[src/hw/rtl/skt_pkg.sv]
// Shared types and constants for the sorted key table.
package skt_pkg;

	localparam int KEY_W     = 32;
	localparam int ACT_W     = 2;
	localparam int STS_W     = 2;
	localparam int POS_OUT_W = 3;
	localparam int CNT_OUT_W = 4;

	// Request actions
	typedef enum logic [ACT_W-1:0] {
		ACT_INSERT = 2'd0,
		ACT_DELETE = 2'd1,
		ACT_SEARCH = 2'd2,
		ACT_CLEAR  = 2'd3
	} action_t;

	// Response status codes
	typedef enum logic [STS_W-1:0] {
		STS_OK      = 2'd0,
		STS_FULL    = 2'd1,
		STS_DUP     = 2'd2,
		STS_MISSING = 2'd3
	} status_t;

	// Controller states
	typedef enum logic [1:0] {
		ST_IDLE    = 2'd0,
		ST_COMPARE = 2'd1,
		ST_UPDATE  = 2'd2
	} state_t;

	// Controller to datapath commands
	typedef struct packed {
		logic capture;   // latch the incoming request
		logic evaluate;  // register per-cell compare flags
		logic commit;    // apply the update and load the response
	} cmd_t;

endpackage

[src/hw/rtl/skt_dp.sv]
// Datapath: key cells, parallel compare, shift update and response register.
module skt_dp #(
	parameter int CAPACITY = 8
) (
	input  logic                          clk,
	input  logic                          arst_n,
	input  skt_pkg::cmd_t                 cmd,
	input  logic [skt_pkg::ACT_W-1:0]     action,
	input  logic signed [skt_pkg::KEY_W-1:0] key,
	output logic [skt_pkg::STS_W-1:0]     status,
	output logic [skt_pkg::POS_OUT_W-1:0] position,
	output logic [skt_pkg::CNT_OUT_W-1:0] count
);

	localparam int IDX_W = (CAPACITY > 1) ? $clog2(CAPACITY) : 1;
	localparam int CNT_W = $clog2(CAPACITY + 1);

	// request registers
	skt_pkg::action_t                act_q;
	logic signed [skt_pkg::KEY_W-1:0] key_q;

	// table state
	logic signed [skt_pkg::KEY_W-1:0] store_q [CAPACITY];
	logic signed [skt_pkg::KEY_W-1:0] store_d [CAPACITY];
	logic [CNT_W-1:0]                 count_q;

	// compare flags
	logic [CAPACITY-1:0] lt_d, eq_d, lt_q, eq_q;
	logic                full_q;

	// decoded update
	logic [CAPACITY-1:0] bound;
	logic                ins_en, del_en;
	logic [IDX_W-1:0]    ins_pos, hit_pos;
	logic                hit;

	// response registers
	logic [skt_pkg::STS_W-1:0] sts_q;
	logic [IDX_W-1:0]          pos_q;
	logic [IDX_W+skt_pkg::POS_OUT_W-1:0] pos_ext;
	logic [CNT_W+skt_pkg::CNT_OUT_W-1:0] cnt_ext;
	skt_pkg::status_t          sts_d;
	logic [IDX_W-1:0]          pos_d;
	logic [CNT_W-1:0]          count_d;

	// latch request
	always_ff @(posedge clk) begin
		if (cmd.capture) begin
			act_q <= skt_pkg::action_t'(action);
			key_q <= key;
		end
	end

	// per-cell compare and next value
	for (genvar i = 0; i < CAPACITY; i++) begin : g_cell
		logic valid;
		assign valid   = CNT_W'(i) < count_q;
		assign lt_d[i] = valid && (store_q[i] < key_q);
		assign eq_d[i] = valid && (store_q[i] == key_q);

		// first cell that is not smaller receives the new key
		if (i == 0) begin : g_b0
			assign bound[i] = !lt_q[i];
		end else begin : g_bn
			assign bound[i] = !lt_q[i] && lt_q[i-1];
		end

		always_comb begin
			store_d[i] = store_q[i];
			if (ins_en && !lt_q[i]) begin
				if (bound[i]) begin
					store_d[i] = key_q;
				end else begin
					store_d[i] = store_q[(i > 0) ? i - 1 : 0];
				end
			end else if (del_en && !lt_q[i] && (i < CAPACITY - 1)) begin
				store_d[i] = store_q[(i < CAPACITY - 1) ? i + 1 : i];
			end
		end

		always_ff @(posedge clk) begin
			if (cmd.commit) begin
				store_q[i] <= store_d[i];
			end
		end
	end

	// register compare flags
	always_ff @(posedge clk) begin
		if (cmd.evaluate) begin
			lt_q   <= lt_d;
			eq_q   <= eq_d;
			full_q <= (count_q == CNT_W'(CAPACITY));
		end
	end

	// encode one-hot flags to indices
	always_comb begin
		ins_pos = '0;
		hit_pos = '0;
		for (int i = 0; i < CAPACITY; i++) begin
			ins_pos = ins_pos | (bound[i] ? IDX_W'(i) : '0);
			hit_pos = hit_pos | (eq_q[i] ? IDX_W'(i) : '0);
		end
	end

	assign hit = |eq_q;

	// decide status, position and count
	always_comb begin
		ins_en  = 1'b0;
		del_en  = 1'b0;
		sts_d   = skt_pkg::STS_OK;
		pos_d   = '0;
		count_d = count_q;
		case (act_q)
			skt_pkg::ACT_INSERT: begin
				if (full_q) begin
					sts_d = skt_pkg::STS_FULL;
				end else if (hit) begin
					sts_d = skt_pkg::STS_DUP;
				end else begin
					ins_en  = 1'b1;
					pos_d   = ins_pos;
					count_d = count_q + CNT_W'(1);
				end
			end
			skt_pkg::ACT_DELETE: begin
				if (hit) begin
					del_en  = 1'b1;
					pos_d   = hit_pos;
					count_d = count_q - CNT_W'(1);
				end else begin
					sts_d = skt_pkg::STS_MISSING;
				end
			end
			skt_pkg::ACT_SEARCH: begin
				if (hit) begin
					pos_d = hit_pos;
				end else begin
					sts_d = skt_pkg::STS_MISSING;
				end
			end
			skt_pkg::ACT_CLEAR: begin
				count_d = '0;
			end
			default: begin
				sts_d = skt_pkg::STS_OK;
			end
		endcase
	end

	// count register
	always_ff @(posedge clk or negedge arst_n) begin
		if (!arst_n) begin
			count_q <= '0;
		end else if (cmd.commit) begin
			count_q <= count_d;
		end
	end

	// response register
	always_ff @(posedge clk) begin
		if (cmd.commit) begin
			sts_q <= sts_d;
			pos_q <= pos_d;
		end
	end

	// fields are masked to their port widths
	assign pos_ext  = {{skt_pkg::POS_OUT_W{1'b0}}, pos_q};
	assign position = pos_ext[skt_pkg::POS_OUT_W-1:0];
	assign cnt_ext  = {{skt_pkg::CNT_OUT_W{1'b0}}, count_q};
	assign count    = cnt_ext[skt_pkg::CNT_OUT_W-1:0];
	assign status   = sts_q;

endmodule

[src/hw/rtl/skt_ctrl.sv]
// Controller: sequences compare and update, owns the handshakes.
module skt_ctrl (
	input  logic          clk,
	input  logic          arst_n,
	input  logic          req_valid,
	output logic          req_ready,
	output logic          rsp_valid,
	input  logic          rsp_ready,
	output skt_pkg::cmd_t cmd
);

	skt_pkg::state_t state_q, state_d;
	logic            rsp_valid_q;
	logic            commit, accept;

	// update may proceed once the response slot is free
	assign commit = (state_q == skt_pkg::ST_UPDATE) && (!rsp_valid_q || rsp_ready);

	// next state
	always_comb begin
		state_d = state_q;
		case (state_q)
			skt_pkg::ST_IDLE: begin
				if (req_valid) state_d = skt_pkg::ST_COMPARE;
			end
			skt_pkg::ST_COMPARE: begin
				state_d = skt_pkg::ST_UPDATE;
			end
			skt_pkg::ST_UPDATE: begin
				if (commit) begin
					state_d = req_valid ? skt_pkg::ST_COMPARE : skt_pkg::ST_IDLE;
				end
			end
			default: begin
				state_d = skt_pkg::ST_IDLE;
			end
		endcase
	end

	// outputs
	always_comb begin
		req_ready    = 1'b0;
		cmd.evaluate = 1'b0;
		cmd.commit   = 1'b0;
		case (state_q)
			skt_pkg::ST_IDLE: begin
				req_ready = 1'b1;
			end
			skt_pkg::ST_COMPARE: begin
				cmd.evaluate = 1'b1;
			end
			skt_pkg::ST_UPDATE: begin
				req_ready  = commit;
				cmd.commit = commit;
			end
			default: begin
				req_ready = 1'b0;
			end
		endcase
		accept      = req_valid && req_ready;
		cmd.capture = accept;
	end

	// state and response valid
	always_ff @(posedge clk or negedge arst_n) begin
		if (!arst_n) begin
			state_q     <= skt_pkg::ST_IDLE;
			rsp_valid_q <= 1'b0;
		end else begin
			state_q <= state_d;
			if (commit) begin
				rsp_valid_q <= 1'b1;
			end else if (rsp_ready) begin
				rsp_valid_q <= 1'b0;
			end
		end
	end

	assign rsp_valid = rsp_valid_q;

`ifndef SYNTHESIS
	a_no_accept_in_compare: assert property (@(posedge clk) disable iff (!arst_n)
		(state_q == skt_pkg::ST_COMPARE) |-> !req_ready)
		else $error("request taken during compare");
	a_commit_gives_rsp: assert property (@(posedge clk) disable iff (!arst_n)
		cmd.commit |=> rsp_valid)
		else $error("update without response");
	a_accept_to_compare: assert property (@(posedge clk) disable iff (!arst_n)
		accept |=> (state_q == skt_pkg::ST_COMPARE))
		else $error("accepted request not compared");
	a_stall_holds_update: assert property (@(posedge clk) disable iff (!arst_n)
		((state_q == skt_pkg::ST_UPDATE) && rsp_valid && !rsp_ready)
		|=> ((state_q == skt_pkg::ST_UPDATE) && $stable(rsp_valid)))
		else $error("update overran a pending response");
`endif

endmodule

[src/hw/rtl/sorted_key_table_unit.sv]
// Flow: an accepted request passes a compare state over all cells in parallel,
// then an update state that shifts the cells and registers the response; a new
// request can be accepted as the update commits. Back-pressure on the response
// side holds the update state.
// Reset: arst_n clears the controller and the key count; key cells are not
// cleared and hold no meaning above the count.
module sorted_key_table_unit #(
	parameter int CAPACITY = 8
) (
	input  logic                              clk,
	input  logic                              arst_n,
	input  logic                              req_valid,
	output logic                              req_ready,
	input  logic [skt_pkg::ACT_W-1:0]         action,
	input  logic signed [skt_pkg::KEY_W-1:0]  key,
	output logic                              rsp_valid,
	input  logic                              rsp_ready,
	output logic [skt_pkg::STS_W-1:0]         status,
	output logic [skt_pkg::POS_OUT_W-1:0]     position,
	output logic [skt_pkg::CNT_OUT_W-1:0]     count
);

	skt_pkg::cmd_t cmd;

	// sequencing and handshakes
	skt_ctrl u_ctrl (
		.clk       (clk),
		.arst_n    (arst_n),
		.req_valid (req_valid),
		.req_ready (req_ready),
		.rsp_valid (rsp_valid),
		.rsp_ready (rsp_ready),
		.cmd       (cmd)
	);

	// key table and response
	skt_dp #(
		.CAPACITY (CAPACITY)
	) u_dp (
		.clk      (clk),
		.arst_n   (arst_n),
		.cmd      (cmd),
		.action   (action),
		.key      (key),
		.status   (status),
		.position (position),
		.count    (count)
	);

endmodule

[config.mk]
export PLATFORM = sky130hd
export DESIGN_NAME = sorted_key_table_unit
export DESIGN_NICKNAME = d
export VERILOG_FILES = /design/src/hw/rtl/skt_pkg.sv /design/src/hw/rtl/skt_dp.sv /design/src/hw/rtl/skt_ctrl.sv /design/src/hw/rtl/sorted_key_table_unit.sv
export SDC_FILE = /design/constraint.sdc
export NUM_CORES = 1
export LEC_CHECK = 0
export BUFFER_PORTS_ARGS = -buffer_cell sky130_fd_sc_hd__buf_2
export CORE_ASPECT_RATIO = 0.75
export CORE_MARGIN = 2
export CORE_UTILIZATION = 40
export CTS_CLUSTER_SIZE = 25
export DETAILED_ROUTE_END_ITERATION = 12
export PLACE_DENSITY = 0.66
export SLEW_MARGIN = 10
export SYNTH_ARGS = -nofsm -noshare
export SYNTH_HDL_FRONTEND = slang
export SYNTH_SLANG_ARGS = --single-unit
[constraint.sdc]
create_clock -name clk -period 5.12 [get_ports clk]
set_input_delay 1.536 -clock clk [delete_from_list [all_inputs] [get_ports clk]]
set_output_delay 1.536 -clock clk [all_outputs]
set_load 0.05 [all_outputs]
==> flow_metrics.env <==
export IMPL_area_delta_synth_final_pct=9.75
export IMPL_antenna_found_initial=0
export IMPL_crit_type="input pin to output port"
export IMPL_tightest_slew_ps=1220
export IMPL_drv_cap=0
export IMPL_num_rows=71
export IMPL_cts_clk_slew_worst_paths_ps=60
export IMPL_synth_async_sr_flop_share_pct=2.19
export IMPL_finalSetupTns_ps=0
export IMPL_whs_ps=569
export IMPL_synthTopCellsByArea="edfxtp_1 (46%), ha_1 (16%), a21oi_1 (11%)"
export IMPL_clock_skew_final_ps=15.9
export IMPL_core_um2=50400
export IMPL_portBuffers=48
export IMPL_nets=2376
export IMPL_netlist_instances=2054
export IMPL_gp_congestion=0.904
export IMPL_reg2reg_setup_slack_ps=1760
export IMPL_cp_arrival_ps=2190
export IMPL_yosysTopAreaCell="edfxtp_1"
export IMPL_pwr_share_clk_pct=36.8
export IMPL_leakagePower_nw=8.87
export IMPL_hp_class="flip-flop to flip-flop"
export IMPL_vias_per_cell=5.78
export IMPL_synthesis_nets=2356
export IMPL_setup_viol=0
export IMPL_pin_count=49
export IMPL_cts_sinks=319
export IMPL_nFillCells=4697
export IMPL_root_buffer="clkbuf_16"
export IMPL_grt_max_degree=67
export IMPL_maxSlewHeadroom_pct=18.7
export IMPL_final_antenna_net_count=0
export IMPL_ys_ff_latch=319
export IMPL_max_freq_ghz=0.268
export IMPL_post_route_period_util_pct=72.8
export IMPL_fin_crit_ps=3730
export IMPL_synth_top_area_share_pct=45.7
export IMPL_start_kind="input pin"
export IMPL_chipHeight_um=200
export IMPL_comb_power_share_pct=16.7
export IMPL_synth_seq_area_share_pct=46.5
export IMPL_numCtsBuffers=34
export IMPL_ys_warn_count=0
export IMPL_power_density_nw_per_um2=294
export IMPL_seqPwrFrac_pct=46.4
export IMPL_regArea_um2=9540
export IMPL_rsz0062_at_grt="false"
export IMPL_vias=15900
export IMPL_dieArea_um2=53100
export IMPL_post_cts_repair_setup_buffers=0
export IMPL_critical_path_required_ps=3580
export IMPL_multi_input_area_um2=10400
export IMPL_clock_latency_ps=530
export IMPL_final_hold_viol_count=0
export IMPL_dp_hpwl_um=39900
export IMPL_drc=0
export IMPL_intPower_mw=4.70
export IMPL_post_cts_resized=0
export IMPL_ys_types=64
export IMPL_start_util_pct=40.7
export IMPL_cp_max_fo=3
export IMPL_status="finished clean"
export IMPL_p_sw_mw=1.92
export IMPL_gr_total_overflow=0
export IMPL_wl_per_cell_um=19.6
export IMPL_crit_path_end_kind="output port"
export IMPL_antenna_cells=0
export IMPL_avgSynthCellArea_um2=9.99
export IMPL_syn_cell_area_um2=20500
export IMPL_drt_first_pass_iters=6
export IMPL_htreeDepth=2
export IMPL_cts_hold_buf=0
export IMPL_dieWidth_um=266
export IMPL_first_global_vias=15400
export IMPL_synth_edf_count=312
export IMPL_routed_wl_um=54000
export IMPL_peakVddDrop_v=0.000231
export IMPL_p_sw_share_pct=29.0
export IMPL_drive_gt1_share_pct=8.67
export IMPL_ys_flop_type="edfxtp_1"
export IMPL_drtIter0Drc=1390
export IMPL_cts_buffer_depth=3
export IMPL_grt_first_pass_wirelength_um=84400
export IMPL_grtUsageTotal_pct=19.8
export IMPL_cts_tree="done"
export IMPL_final_max_slew_viol_count=0
==> area by class of cell <==
class,count,share of cell area (%)
repair buffers,75,2.11
inverters,59,0.983
well taps,657,3.65
flip-flops and latches,319,42.4
multi-input cells,1585,46.2
clock buffers,48,4.29
clock inverters,12,0.389
==> power by group through the flow <==
stage | registers [mW] | clock network [mW] | logic, mW
global route | 3.08 | 2.58 | 1.24
global placement | 3.12 | 0 | 1.05
finish | 3.07 | 2.44 | 1.11
detailed placement | 3.12 | 0 | 1.09
CTS | 3.07 | 2.48 | 1.10
floorplan | 3.12 | 0 | 0.754
==> metrics by stage <==
| step | area, um2 | setup WS [ps] | std cells | total power [mW] | utilization (%) |
|---|---|---|---|---|---|
| after floorplan | 20500 | 530 | 2054 | 3.88 | - |
| after global placement | 21400 | 1240 | 2694 | 4.17 | 42.5 |
| after detailed placement | 21400 | 1150 | 2694 | 4.21 | 42.5 |
| after CTS | 22500 | 1390 | 2754 | 6.64 | 44.6 |
| after global routing | 22500 | 1360 | 2755 | 6.91 | 44.7 |
| final | 22500 | 1390 | 2755 | 6.61 | 44.7 |
==> layer usage <==
metal,up-vias,GRT usage [%],wire length [um]
met3,62,2.73,3350
li1,7654,-,-
met4,0,3.71,831
met2,506,31.3,24700
met5,-,0,0
met1,7693,28.9,25200
==> Yosys cell counts, types with 8 or more instances <==
library cell    n
nor3_1         16
nor2b_1        13
clkbuf_1       39
o21ai_0        78
nor4_1         10
buf_1           8
mux2_2         29
buf_4          18
o21a_1          9
edfxtp_1      312
inv_1          59
nand2b_1       15
a221oi_1       17
ha_1          264
nand2_1        99
nor2_1        380
nand3_1        16
and4_1         11
mux2i_1        39
a31oi_1         8
a21o_1         21
buf_2          25
nand4_1        39
a21oi_1       448
==> cells by family after synthesis <==
family / share of synthesized area, %
and+or+nand+nor: 14.2
AOI/OAI and AO/OA: 16.3
adders and majority gates: 16.1
buffers and inverters: 3.26
muxes: 3.66
DFF: 46.5
==> layout by cell type (no fill, tap or decap), types with 4 or more instances in the layout <==
cell type / instances
nand2b_4: 4
o21a_1: 9
nor2_4: 7
a21oi_1: 448
a221oi_1: 17
nand4_1: 39
or3_1: 7
o21ai_0: 78
o211ai_1: 4
buf_2: 48
clkbuf_16: 37
nand3b_1: 7
buf_4: 25
mux2_2: 29
dfrtp_1: 7
nor2_1: 373
clkbuf_1: 11
nor3_1: 15
nor4_1: 10
nand2b_1: 9
edfxtp_1: 312
and4_1: 11
nor2b_1: 12
clkinv_2: 4
mux2i_1: 39
nor2_8: 5
nand2_1: 99
nand3_1: 16
ha_1: 264
a31oi_1: 8
clkinv_1: 4
a21o_1: 21
o211a_1: 4
inv_1: 59
==> sequential cells by signal (all words and copies together), names as in the netlist <==
signal	count
u_ctrl.rsp_valid	1
u_ctrl.state_q	2
u_dp.act_q	2
u_dp.count	4
u_dp.eq_q	8
u_dp.full_q	1
u_dp.key_q	32
u_dp.lt_q	8
u_dp.position	3
u_dp.status	2
u_dp.store_q	256
==> critical path, stage by stage <==
cell and delay, ps:
buf_2 90, inv_1 30, a31oi_1 220, buf_2 310
==> path summary, 6_finish.rpt <==
kind,start,endpoint,cells past startpoint
worst min register to register,u_ctrl.state_q[1],u_ctrl.rsp_valid,2
worst max-delay path,rsp_ready,req_ready,4
max in group asynchronous,arst_n,u_ctrl.state_q[1],1
worst max register to register,u_dp.eq_q[3],u_dp.store_q[1][43],6
min in group asynchronous,arst_n,u_dp.count[1],1
worst min-delay path,u_ctrl.state_q[1],u_ctrl.rsp_valid,2
(Power assumes the default switching activity.)
